--- src/sv/bpsg_pkg.sv ---
// Shared types and constants for the block power squelch gate.
// No dependencies; the other files that use it refer to this package by scoped names.
package bpsg_pkg;

    // register map and register widths
    localparam int LEN_W     = 6;
    localparam int LEVEL_W   = 16;
    localparam int CFG_W     = 16;
    localparam int CFG_IDX_W = 2;

    localparam logic [CFG_IDX_W-1:0] REG_BLOCK_LEN = 2'd0;
    localparam logic [CFG_IDX_W-1:0] REG_SQUELCH   = 2'd1;
    localparam logic [CFG_IDX_W-1:0] REG_BLOCKING  = 2'd2;

    localparam logic [LEN_W-1:0]   RST_BLOCK_LEN = 6'd32;
    localparam logic [LEVEL_W-1:0] RST_SQUELCH   = 16'd328;

    typedef enum logic [3:0] {
        S_IDLE,
        S_SQUARE,
        S_ADD,
        S_ROOT,
        S_ACCUM,
        S_THRESH,
        S_DECIDE,
        S_PLAN,
        S_READ,
        S_LOAD,
        S_ZERO
    } t_state;

    typedef struct packed {
        logic take;
        logic square;
        logic add;
        logic root;
        logic accum;
        logic thresh;
        logic decide;
        logic rd;
        logic load_data;
        logic load_zero;
        logic burst_end;
        logic emit_next;
        logic emit_clr;
        logic finish;
    } t_cmd;

    typedef struct packed {
        logic root_done;
        logic block_full;
        logic decide;
        logic was_open;
        logic blocking;
        logic emit_last;
        logic out_free;
    } t_stat;

endpackage

--- src/sv/bpsg_ram.sv ---
// Generic single-write, single-read RAM with registered read data.
// No dependencies.
module bpsg_ram #(
    parameter int WIDTH = 32,
    parameter int DEPTH = 32
) (
    input  logic                                        i_clk,
    input  logic                                        i_we,
    input  logic [((DEPTH > 1) ? $clog2(DEPTH) : 1)-1:0] i_waddr,
    input  logic [WIDTH-1:0]                            i_wdata,
    input  logic                                        i_re,
    input  logic [((DEPTH > 1) ? $clog2(DEPTH) : 1)-1:0] i_raddr,
    output logic [WIDTH-1:0]                            o_rdata
);
    logic [WIDTH-1:0] r_mem [DEPTH];
    logic [WIDTH-1:0] r_rdata;

    always_ff @(posedge i_clk) begin
        if (i_we) begin
            r_mem[i_waddr] <= i_wdata;
        end
        if (i_re) begin
            r_rdata <= r_mem[i_raddr];
        end
    end

    assign o_rdata = r_rdata;

endmodule

--- src/sv/bpsg_ctrl.sv ---
// Sequencer for the squelch gate: sample intake, root iterations, decision, emission.
// Depends on bpsg_pkg (state enum, command and status structs).
module bpsg_ctrl (
    input  logic            i_clk,
    input  logic            i_rst_n,
    input  logic            i_in_valid,
    input  bpsg_pkg::t_stat i_stat,
    output bpsg_pkg::t_cmd  o_cmd,
    output logic            o_idle
);
    bpsg_pkg::t_state r_state;
    bpsg_pkg::t_state n_state;
    logic             zero_follow;

    // zeros follow the block only when closed and not in blocking mode
    assign zero_follow = !i_stat.decide && !i_stat.blocking;

    always_ff @(posedge i_clk) begin
        if (!i_rst_n) begin
            r_state <= bpsg_pkg::S_IDLE;
        end else begin
            r_state <= n_state;
        end
    end

    always_comb begin
        n_state = r_state;
        unique case (r_state)
            bpsg_pkg::S_IDLE:   if (i_in_valid) n_state = bpsg_pkg::S_SQUARE;
            bpsg_pkg::S_SQUARE: n_state = bpsg_pkg::S_ADD;
            bpsg_pkg::S_ADD:    n_state = bpsg_pkg::S_ROOT;
            bpsg_pkg::S_ROOT:   if (i_stat.root_done) n_state = bpsg_pkg::S_ACCUM;
            bpsg_pkg::S_ACCUM: begin
                n_state = i_stat.block_full ? bpsg_pkg::S_THRESH : bpsg_pkg::S_IDLE;
            end
            bpsg_pkg::S_THRESH: n_state = bpsg_pkg::S_DECIDE;
            bpsg_pkg::S_DECIDE: n_state = bpsg_pkg::S_PLAN;
            bpsg_pkg::S_PLAN: begin
                priority if (i_stat.decide || i_stat.was_open) n_state = bpsg_pkg::S_READ;
                else if (zero_follow) n_state = bpsg_pkg::S_ZERO;
                else n_state = bpsg_pkg::S_IDLE;
            end
            bpsg_pkg::S_READ:   n_state = bpsg_pkg::S_LOAD;
            bpsg_pkg::S_LOAD: begin
                if (i_stat.out_free) begin
                    priority if (!i_stat.emit_last) n_state = bpsg_pkg::S_READ;
                    else if (zero_follow) n_state = bpsg_pkg::S_ZERO;
                    else n_state = bpsg_pkg::S_IDLE;
                end
            end
            bpsg_pkg::S_ZERO: begin
                if (i_stat.out_free && i_stat.emit_last) n_state = bpsg_pkg::S_IDLE;
            end
            default: n_state = bpsg_pkg::S_IDLE;
        endcase
    end

    always_comb begin
        o_cmd = '0;
        unique case (r_state)
            bpsg_pkg::S_IDLE:   o_cmd.take   = i_in_valid;
            bpsg_pkg::S_SQUARE: o_cmd.square = 1'b1;
            bpsg_pkg::S_ADD:    o_cmd.add    = 1'b1;
            bpsg_pkg::S_ROOT:   o_cmd.root   = 1'b1;
            bpsg_pkg::S_ACCUM:  o_cmd.accum  = 1'b1;
            bpsg_pkg::S_THRESH: o_cmd.thresh = 1'b1;
            bpsg_pkg::S_DECIDE: begin
                o_cmd.decide   = 1'b1;
                o_cmd.emit_clr = 1'b1;
            end
            bpsg_pkg::S_PLAN: begin
                // nothing to emit: close the block here
                o_cmd.finish = !(i_stat.decide || i_stat.was_open) && !zero_follow;
            end
            bpsg_pkg::S_READ:   o_cmd.rd = 1'b1;
            bpsg_pkg::S_LOAD: begin
                if (i_stat.out_free) begin
                    o_cmd.load_data = 1'b1;
                    o_cmd.burst_end = i_stat.emit_last && !zero_follow;
                    o_cmd.emit_next = !i_stat.emit_last;
                    o_cmd.emit_clr  = i_stat.emit_last && zero_follow;
                    o_cmd.finish    = i_stat.emit_last && !zero_follow;
                end
            end
            bpsg_pkg::S_ZERO: begin
                if (i_stat.out_free) begin
                    o_cmd.load_zero = 1'b1;
                    o_cmd.burst_end = i_stat.emit_last;
                    o_cmd.emit_next = !i_stat.emit_last;
                    o_cmd.finish    = i_stat.emit_last;
                end
            end
            default: o_cmd = '0;
        endcase
    end

    assign o_idle = (r_state == bpsg_pkg::S_IDLE);

endmodule

--- src/sv/bpsg_dp.sv ---
// Datapath of the squelch gate: config registers, magnitude unit, block sum,
// threshold, sample store and output register. Depends on bpsg_pkg and bpsg_ram.
module bpsg_dp #(
    parameter int MAX_BLOCK   = 32,
    parameter int SAMPLE_BITS = 16
) (
    input  logic                            i_clk,
    input  logic                            i_rst_n,
    input  logic                            i_cfg_we,
    input  logic [bpsg_pkg::CFG_IDX_W-1:0]  i_cfg_idx,
    input  logic [bpsg_pkg::CFG_W-1:0]      i_cfg_data,
    input  logic [SAMPLE_BITS-1:0]          i_in_i,
    input  logic [SAMPLE_BITS-1:0]          i_in_q,
    input  logic                            i_out_stall,
    input  bpsg_pkg::t_cmd                  i_cmd,
    output bpsg_pkg::t_stat                 o_stat,
    output logic                            o_out_valid,
    output logic [SAMPLE_BITS-1:0]          o_out_i,
    output logic [SAMPLE_BITS-1:0]          o_out_q,
    output logic                            o_burst_end,
    output logic                            o_gate_open
);
    localparam int AW       = (MAX_BLOCK > 1) ? $clog2(MAX_BLOCK) : 1;
    localparam int CNT_W    = $clog2(MAX_BLOCK + 1);
    localparam int ROOT_CYC = (SAMPLE_BITS + 1) / 2;
    localparam int RS       = 2 * ROOT_CYC;
    localparam int RAD_W    = 2 * RS;
    localparam int REM_W    = RS + 2;
    localparam int IT_W     = (ROOT_CYC > 1) ? $clog2(ROOT_CYC) : 1;
    localparam int SUM_W    = SAMPLE_BITS + CNT_W;
    localparam int PROD_W   = bpsg_pkg::LEVEL_W + CNT_W;
    localparam int CMP_W    = (SUM_W > PROD_W) ? SUM_W : PROD_W;
    localparam int SQ_W     = 2 * SAMPLE_BITS;

    // configuration
    logic [bpsg_pkg::LEN_W-1:0]   r_len;
    logic [bpsg_pkg::LEVEL_W-1:0] r_level;
    logic                         r_blocking;
    logic [CNT_W-1:0]             len_eff;

    // magnitude unit
    logic [SAMPLE_BITS-1:0] r_ai, r_aq;
    logic [SQ_W-1:0]        r_sqi, r_sqq;
    logic [RAD_W-1:0]       r_rad, n_rad;
    logic [REM_W-1:0]       r_rem, n_rem;
    logic [RS-1:0]          r_root, n_root;
    logic [IT_W-1:0]        r_it;

    // block state
    logic [SUM_W-1:0]  r_sum;
    logic [CNT_W-1:0]  r_fill;
    logic [CNT_W-1:0]  r_k;
    logic [PROD_W-1:0] r_prod;
    logic              r_decide;
    logic              r_open;

    // store and output
    logic [2*SAMPLE_BITS-1:0] ram_rdata;
    logic                     r_out_valid;
    logic [SAMPLE_BITS-1:0]   r_out_i, r_out_q;
    logic                     r_burst_end, r_gate_open;
    logic                     out_free;

    always_comb begin
        priority if (r_len == '0) len_eff = CNT_W'(1);
        else if (r_len > bpsg_pkg::LEN_W'(MAX_BLOCK)) len_eff = CNT_W'(MAX_BLOCK);
        else len_eff = CNT_W'(r_len);
    end

    always_ff @(posedge i_clk) begin
        if (!i_rst_n) begin
            r_len      <= bpsg_pkg::RST_BLOCK_LEN;
            r_level    <= bpsg_pkg::RST_SQUELCH;
            r_blocking <= 1'b0;
        end else if (i_cfg_we) begin
            unique case (i_cfg_idx)
                bpsg_pkg::REG_BLOCK_LEN: r_len      <= i_cfg_data[bpsg_pkg::LEN_W-1:0];
                bpsg_pkg::REG_SQUELCH:   r_level    <= i_cfg_data[bpsg_pkg::LEVEL_W-1:0];
                bpsg_pkg::REG_BLOCKING:  r_blocking <= i_cfg_data[0];
                default: ;
            endcase
        end
    end

    // two root digits per cycle, restoring method
    always_comb begin
        logic [REM_W-1:0] rem;
        logic [RS-1:0]    root;
        logic [RAD_W-1:0] rad;
        logic [REM_W-1:0] shifted;
        logic [REM_W-1:0] trial;
        rem  = r_rem;
        root = r_root;
        rad  = r_rad;
        for (int s = 0; s < 2; s++) begin
            shifted = {rem[REM_W-3:0], rad[RAD_W-1 -: 2]};
            trial   = {root, 2'b01};
            rad     = {rad[RAD_W-3:0], 2'b00};
            if (shifted >= trial) begin
                rem  = shifted - trial;
                root = {root[RS-2:0], 1'b1};
            end else begin
                rem  = shifted;
                root = {root[RS-2:0], 1'b0};
            end
        end
        n_rem  = rem;
        n_root = root;
        n_rad  = rad;
    end

    always_ff @(posedge i_clk) begin
        if (i_cmd.take) begin
            r_ai <= i_in_i[SAMPLE_BITS-1] ? (~i_in_i + 1'b1) : i_in_i;
            r_aq <= i_in_q[SAMPLE_BITS-1] ? (~i_in_q + 1'b1) : i_in_q;
        end
        if (i_cmd.square) begin
            r_sqi <= r_ai * r_ai;
            r_sqq <= r_aq * r_aq;
        end
        if (i_cmd.add) begin
            r_rad  <= RAD_W'({1'b0, r_sqi} + {1'b0, r_sqq});
            r_rem  <= '0;
            r_root <= '0;
            r_it   <= '0;
        end else if (i_cmd.root) begin
            r_rad  <= n_rad;
            r_rem  <= n_rem;
            r_root <= n_root;
            r_it   <= r_it + 1'b1;
        end
        if (i_cmd.thresh) begin
            r_prod <= r_level * r_fill;
        end
        if (i_cmd.decide) begin
            r_decide <= CMP_W'(r_sum) > CMP_W'(r_prod);
        end
        if (i_cmd.emit_clr) begin
            r_k <= '0;
        end else if (i_cmd.emit_next) begin
            r_k <= r_k + 1'b1;
        end
    end

    always_ff @(posedge i_clk) begin
        if (!i_rst_n) begin
            r_sum  <= '0;
            r_fill <= '0;
            r_open <= 1'b0;
        end else if (i_cmd.finish) begin
            r_sum  <= '0;
            r_fill <= '0;
            r_open <= r_decide;
        end else if (i_cmd.accum) begin
            r_sum  <= r_sum + SUM_W'(r_root);
            r_fill <= r_fill + 1'b1;
        end
    end

    bpsg_ram #(
        .WIDTH (2 * SAMPLE_BITS),
        .DEPTH (MAX_BLOCK)
    ) u_store (
        .i_clk   (i_clk),
        .i_we    (i_cmd.take),
        .i_waddr (r_fill[AW-1:0]),
        .i_wdata ({i_in_i, i_in_q}),
        .i_re    (i_cmd.rd),
        .i_raddr (r_k[AW-1:0]),
        .o_rdata (ram_rdata)
    );

    assign out_free = !r_out_valid || !i_out_stall;

    always_ff @(posedge i_clk) begin
        if (!i_rst_n) begin
            r_out_valid <= 1'b0;
        end else if (i_cmd.load_data || i_cmd.load_zero) begin
            r_out_valid <= 1'b1;
        end else if (!i_out_stall) begin
            r_out_valid <= 1'b0;
        end
    end

    always_ff @(posedge i_clk) begin
        if (i_cmd.load_data) begin
            r_out_i     <= ram_rdata[2*SAMPLE_BITS-1:SAMPLE_BITS];
            r_out_q     <= ram_rdata[SAMPLE_BITS-1:0];
            r_burst_end <= i_cmd.burst_end;
            r_gate_open <= r_decide;
        end else if (i_cmd.load_zero) begin
            r_out_i     <= '0;
            r_out_q     <= '0;
            r_burst_end <= i_cmd.burst_end;
            r_gate_open <= 1'b0;
        end
    end

    always_comb begin
        o_stat.root_done  = (r_it == IT_W'(ROOT_CYC - 1));
        o_stat.block_full = ((r_fill + 1'b1) >= len_eff);
        o_stat.decide     = r_decide;
        o_stat.was_open   = r_open;
        o_stat.blocking   = r_blocking;
        o_stat.emit_last  = ((r_k + 1'b1) == r_fill);
        o_stat.out_free   = out_free;
    end

    assign o_out_valid = r_out_valid;
    assign o_out_i     = r_out_i;
    assign o_out_q     = r_out_q;
    assign o_burst_end = r_burst_end;
    assign o_gate_open = r_gate_open;

endmodule

--- src/sv/block_power_squelch_gate.sv ---
// Top level of the block power squelch gate: sequencer plus datapath.
// Depends on bpsg_pkg, bpsg_ctrl, bpsg_dp and bpsg_ram.
//
// Collects blocks of block_len I/Q words, sums the integer magnitude of each word and,
// at block end, opens the gate when the sum exceeds the threshold register times n.
// Each input word passes through the idle cycle that takes it, the square, add and
// accumulate steps, and the shared square-root unit that resolves two result bits a
// cycle; the word that closes a block then passes the threshold, decision and planning
// steps. Each stored word is then read from the store and loaded into the output
// register, and zero words follow at one a cycle while the output is not stalled, up
// to 2n words per block, and no input word is taken until the last of them has been
// loaded into the output register. The user must write configuration registers only
// between blocks' words while idle; the block itself does not enforce this.
module block_power_squelch_gate #(
    parameter int MAX_BLOCK   = 32,
    parameter int SAMPLE_BITS = 16
) (
    input  logic                            i_clk,
    input  logic                            i_rst_n,
    input  logic                            i_cfg_we,
    input  logic [bpsg_pkg::CFG_IDX_W-1:0]  i_cfg_idx,
    input  logic [bpsg_pkg::CFG_W-1:0]      i_cfg_data,
    input  logic                            i_in_valid,
    output logic                            o_in_stall,
    input  logic [SAMPLE_BITS-1:0]          i_in_i,
    input  logic [SAMPLE_BITS-1:0]          i_in_q,
    output logic                            o_out_valid,
    input  logic                            i_out_stall,
    output logic [SAMPLE_BITS-1:0]          o_out_i,
    output logic [SAMPLE_BITS-1:0]          o_out_q,
    output logic                            o_burst_end,
    output logic                            o_gate_open
);
    bpsg_pkg::t_cmd  cmd;
    bpsg_pkg::t_stat stat;
    logic            idle;

    bpsg_ctrl u_ctrl (
        .i_clk      (i_clk),
        .i_rst_n    (i_rst_n),
        .i_in_valid (i_in_valid),
        .i_stat     (stat),
        .o_cmd      (cmd),
        .o_idle     (idle)
    );

    bpsg_dp #(
        .MAX_BLOCK   (MAX_BLOCK),
        .SAMPLE_BITS (SAMPLE_BITS)
    ) u_dp (
        .i_clk       (i_clk),
        .i_rst_n     (i_rst_n),
        .i_cfg_we    (i_cfg_we),
        .i_cfg_idx   (i_cfg_idx),
        .i_cfg_data  (i_cfg_data),
        .i_in_i      (i_in_i),
        .i_in_q      (i_in_q),
        .i_out_stall (i_out_stall),
        .i_cmd       (cmd),
        .o_stat      (stat),
        .o_out_valid (o_out_valid),
        .o_out_i     (o_out_i),
        .o_out_q     (o_out_q),
        .o_burst_end (o_burst_end),
        .o_gate_open (o_gate_open)
    );

    // hold off words during reset and while a word or block is in hand
    assign o_in_stall = !idle || !i_rst_n;

endmodule

--- config.mk ---
export PLATFORM = sky130hd
export DESIGN_NAME = block_power_squelch_gate
export DESIGN_NICKNAME = d
export VERILOG_FILES = /design/src/sv/bpsg_pkg.sv /design/src/sv/bpsg_ram.sv /design/src/sv/bpsg_ctrl.sv /design/src/sv/bpsg_dp.sv /design/src/sv/block_power_squelch_gate.sv
export SDC_FILE = /design/constraint.sdc
export NUM_CORES = 2
export LEC_CHECK = 0
export ABC_AREA = 1
export BUFFER_PORTS_ARGS = -buffer_cell sky130_fd_sc_hd__buf_2
export CAP_MARGIN = 20
export CORE_UTILIZATION = 40
export DETAILED_ROUTE_END_ITERATION = 10
export GPL_TIMING_DRIVEN = 0
export SLEW_MARGIN = 10
export SYNTH_ARGS = -nofsm -noshare
export SYNTH_HDL_FRONTEND = slang
export SYNTH_SLANG_ARGS = --single-unit
--- constraint.sdc ---
create_clock -name i_clk -period 8.18 [get_ports i_clk]
set_input_delay 0.409 -clock i_clk [delete_from_list [all_inputs] [get_ports i_clk]]
set_output_delay 0.409 -clock i_clk [all_outputs]
set_load 0.03 [all_outputs]
==> results.sh <==
export IMPL_final_hold_worst_slack_ns=0.131
export IMPL_post_cts_hold_buffer_count=20
export IMPL_layout_commonest_cell="sky130_fd_sc_hd__edfxtp_1"
export IMPL_syn2layout_area_growth_pct=12.9
export IMPL_grt_remaining_overflow=0
export IMPL_drtPass1Iterations=6
export IMPL_critPathRequiredTime_ns=8.71
export IMPL_clkSlewWorstSetupHoldPaths_ns=0.06
export IMPL_grt_busiest_layer="met2"
export IMPL_critPathMostFrequentCell="sky130_fd_sc_hd__fa_1"
export IMPL_synth_top_flop_cell="sky130_fd_sc_hd__edfxtp_1"
export IMPL_utilization_after_layout=0.455
export IMPL_dieArea_um2=186000
export IMPL_pin_count_of_the_biggest_net_entering_global_routing=37
export IMPL_crit_arrival_ns=7.59
export IMPL_timing_critical_path_slowest_stage_cell="sky130_fd_sc_hd__fa_1"
export IMPL_max_clock_path_buffers=3
export IMPL_gr_met3_demand_resource=0.0529
export IMPL_period_minus_slack_ns=7.07
export IMPL_holdCritPathClass="input pin to flop"
export IMPL_crit_path_start_kind="flop"
export IMPL_groute_layer_met2_usage=0.397
export IMPL_status="finished, final reports clean"
export IMPL_synth_ff_latch_count=1337
export IMPL_viasPerCell=5.58
export IMPL_io_pin_count=91
export IMPL_io_buffers=90
export IMPL_worst_slew_pin_transition_ns=1.26
export IMPL_stdcell_count=9724
export IMPL_dieHeight_um=431
export IMPL_first_global_vias=53400
export IMPL_syn_avg_cell_area_um2=10.8
export IMPL_count_of_final_hold_check_violations=0
export IMPL_cap_viol_max_count=0
export IMPL_maxClockFrequency_mhz=142
export IMPL_design_core_area_um2=183000
export IMPL_dp_hpwl_um=169000
export IMPL_cts_repair_resized=0
export IMPL_worst_clock_skew_ns=0.0614
export IMPL_layout_worst_path_cycle_share=0.864
export IMPL_grt_total_usage=0.253
export IMPL_post_cts_setup_inserts=0
export IMPL_cp_cell_sequence="clkbuf_1 -> clkbuf_1 -> nand2_1 -> fa_1 -> fa_1 -> fa_1 -> fa_1 -> fa_1 -> fa_1 -> inv_1 -> ha_1 -> a21oi_1 -> o21ai_0 -> o21bai_1 -> a21oi_1 -> o21ai_0 -> nand2_1 -> nand2_1 -> nand2_1 -> nand2_1 -> a21oi_1 -> xor2_1"
export IMPL_slew_headroom=0.157
export IMPL_global_route_wire_length_before_repair_um=346000
export IMPL_max_stage_delay_ns=0.60
export IMPL_tritoncts="yes"
export IMPL_num_fill_cells=16900
export IMPL_crit_path_max_fanout=10
export IMPL_synth_edff_count=1239
export IMPL_maxSlewViolCount=0
export IMPL_clkSinkCount=1337
export IMPL_number_of_buffers_created_by_cts=142
export IMPL_core_rowCount=157
export IMPL_crit_path_buffers_inverters=3
export IMPL_gp_congestion=0.933
export IMPL_die_w_um=431
export IMPL_effective_utilization_at_floorplan=0.402
export IMPL_rsz0062_at_grt="false"
export IMPL_ant_nets=0
export IMPL_route_detailed_wl_per_inst_um=24.3
export IMPL_critPathCaptureType="flop"
export IMPL_cpLargestDelayFamily="adder cells"
export IMPL_synth_seq_area_share=0.532
export IMPL_dr_first_iter_drc_count=6381
export IMPL_ys_async_sr_fraction=0
export IMPL_final_seq_area_um2=39200
export IMPL_setup_viol=0
export IMPL_synth_nets=7630
export IMPL_detail_route_drc_violations=0
export IMPL_most_common_layout_cells="1,239 x sky130_fd_sc_hd__edfxtp_1, 920 x sky130_fd_sc_hd__inv_1, 825 x sky130_fd_sc_hd__nand2_1, 814 x sky130_fd_sc_hd__nor2_1, 684 x sky130_fd_sc_hd__o21ai_0"
export IMPL_yosysWarnings=0
export IMPL_criticalPathCategory="flop to flop"
export IMPL_synth_area_um2=73600
export IMPL_met1_usage=0.340
export IMPL_num_nets_final=7930
export IMPL_post_place_cells=9443
export IMPL_routed_via_count=54300
export IMPL_synth_cell_types=59
export IMPL_grt_antenna_before_repair=10
export IMPL_multi_input_area_um2=29800
export IMPL_total_wirelength_of_the_detailed_routed_design_um=236000
export IMPL_drive_gt1_frac=0.0674
export IMPL_clock_latency_late_sink_ns=0.80
export IMPL_clock_root_buffer="sky130_fd_sc_hd__clkbuf_16"
export IMPL_h_tree_lvl_count=4
export IMPL_worst_r2r_setup_slack_ns=1.11
export IMPL_tns_ns=0
export IMPL_netlist_instances=6843
==> sequential cells by signal (all words and copies together) (netlist names), 3 cells and up <==
register,cells
u_ctrl.r_state,4
u_dp.o_out_i,16
u_dp.o_out_q,16
u_dp.r_ai,16
u_dp.r_aq,16
u_dp.r_fill,6
u_dp.r_it,3
u_dp.r_k,6
u_dp.r_len,6
u_dp.r_level,16
u_dp.r_prod,22
u_dp.r_rad,32
u_dp.r_rem,16
u_dp.r_root,16
u_dp.r_sqi,31
u_dp.r_sqq,31
u_dp.r_sum,22
u_dp.u_store.o_rdata,32
u_dp.u_store.r_mem,1024
==> final cells by class <==
type                    instances  area share
well taps                    2464      0.0371
plain buffers                 330      0.0168
repair buffers                156      0.0191
flip-flops and latches       1337       0.471
clock buffers                 183      0.0454
multi-input cells            4248       0.359
diodes                          6    0.000181
inverters                     928      0.0419
clock inverters                72     0.00950
==> cell usage after synthesis, types with 47 or more instances <==
library cell,number,area share
sky130_fd_sc_hd__edfxtp_1,1239,0.51
sky130_fd_sc_hd__inv_1,921,0.047
sky130_fd_sc_hd__nor2_1,850,0.043
sky130_fd_sc_hd__nand2_1,825,0.042
sky130_fd_sc_hd__o21ai_0,684,0.047
sky130_fd_sc_hd__fa_1,382,0.10
sky130_fd_sc_hd__ha_1,350,0.059
sky130_fd_sc_hd__clkbuf_1,246,0.013
sky130_fd_sc_hd__a21oi_1,199,0.014
sky130_fd_sc_hd__nand3_1,191,0.013
sky130_fd_sc_hd__o221ai_1,183,0.022
sky130_fd_sc_hd__xor2_1,117,0.014
sky130_fd_sc_hd__dfxtp_1,98,0.027
sky130_fd_sc_hd__o22ai_1,95,0.0081
sky130_fd_sc_hd__a31oi_1,56,0.0048
sky130_fd_sc_hd__buf_2,48,0.0033
sky130_fd_sc_hd__xnor2_1,47,0.0056
==> cells by family after synthesis <==
logic type      synth area share
compound gates             0.109
xor+xnor                  0.0197
fa+ha+maj                  0.163
buf+inv                   0.0662
flops                      0.532
mux                     0.000136
simple gates               0.110
==> per-stage QoR <==
stage,worst slack (ns),area [µm²]
3_3_place_gp,1.27,77100
6_report,1.11,83100
5_1_grt,0.772,83100
4_1_cts,1.21,83100
2_1_floorplan,2.33,73600
3_5_place_dp,1.24,78400
==> per-layer routing <==
metal / wire [µm] / vias to the layer above
li1: - / 24100
met5: 67 / -
met1: 94500 / 26900
met4: 10700 / 10
met3: 24100 / 531
met2: 107000 / 2828
==> worst min-delay path: cells and delay by family <==
| family | cells | cell delay (ns) |
|---|---|---|
| AOI/OAI and AO/OA | 1 | 0.19 |
| and+or+nand+nor | 1 | 0.15 |
| buffers and inverters | 1 | 0.12 |
==> path summary, 6_finish.rpt <==
check                                    from        endpoint  depth (start not counted)
worst max-delay path            u_dp.r_aq[13]  u_dp.r_sqq[29]                         22
worst min-delay path             i_cfg_idx[0]   u_dp.r_len[5]                          3
worst max register to register  u_dp.r_aq[13]  u_dp.r_sqq[29]                         22
worst min register to register  u_dp.r_sum[3]   u_dp.r_sum[3]                          2
Power is not shown: default switching activity piles up to over one toggle a cycle in this logic, so the estimate is an artifact.
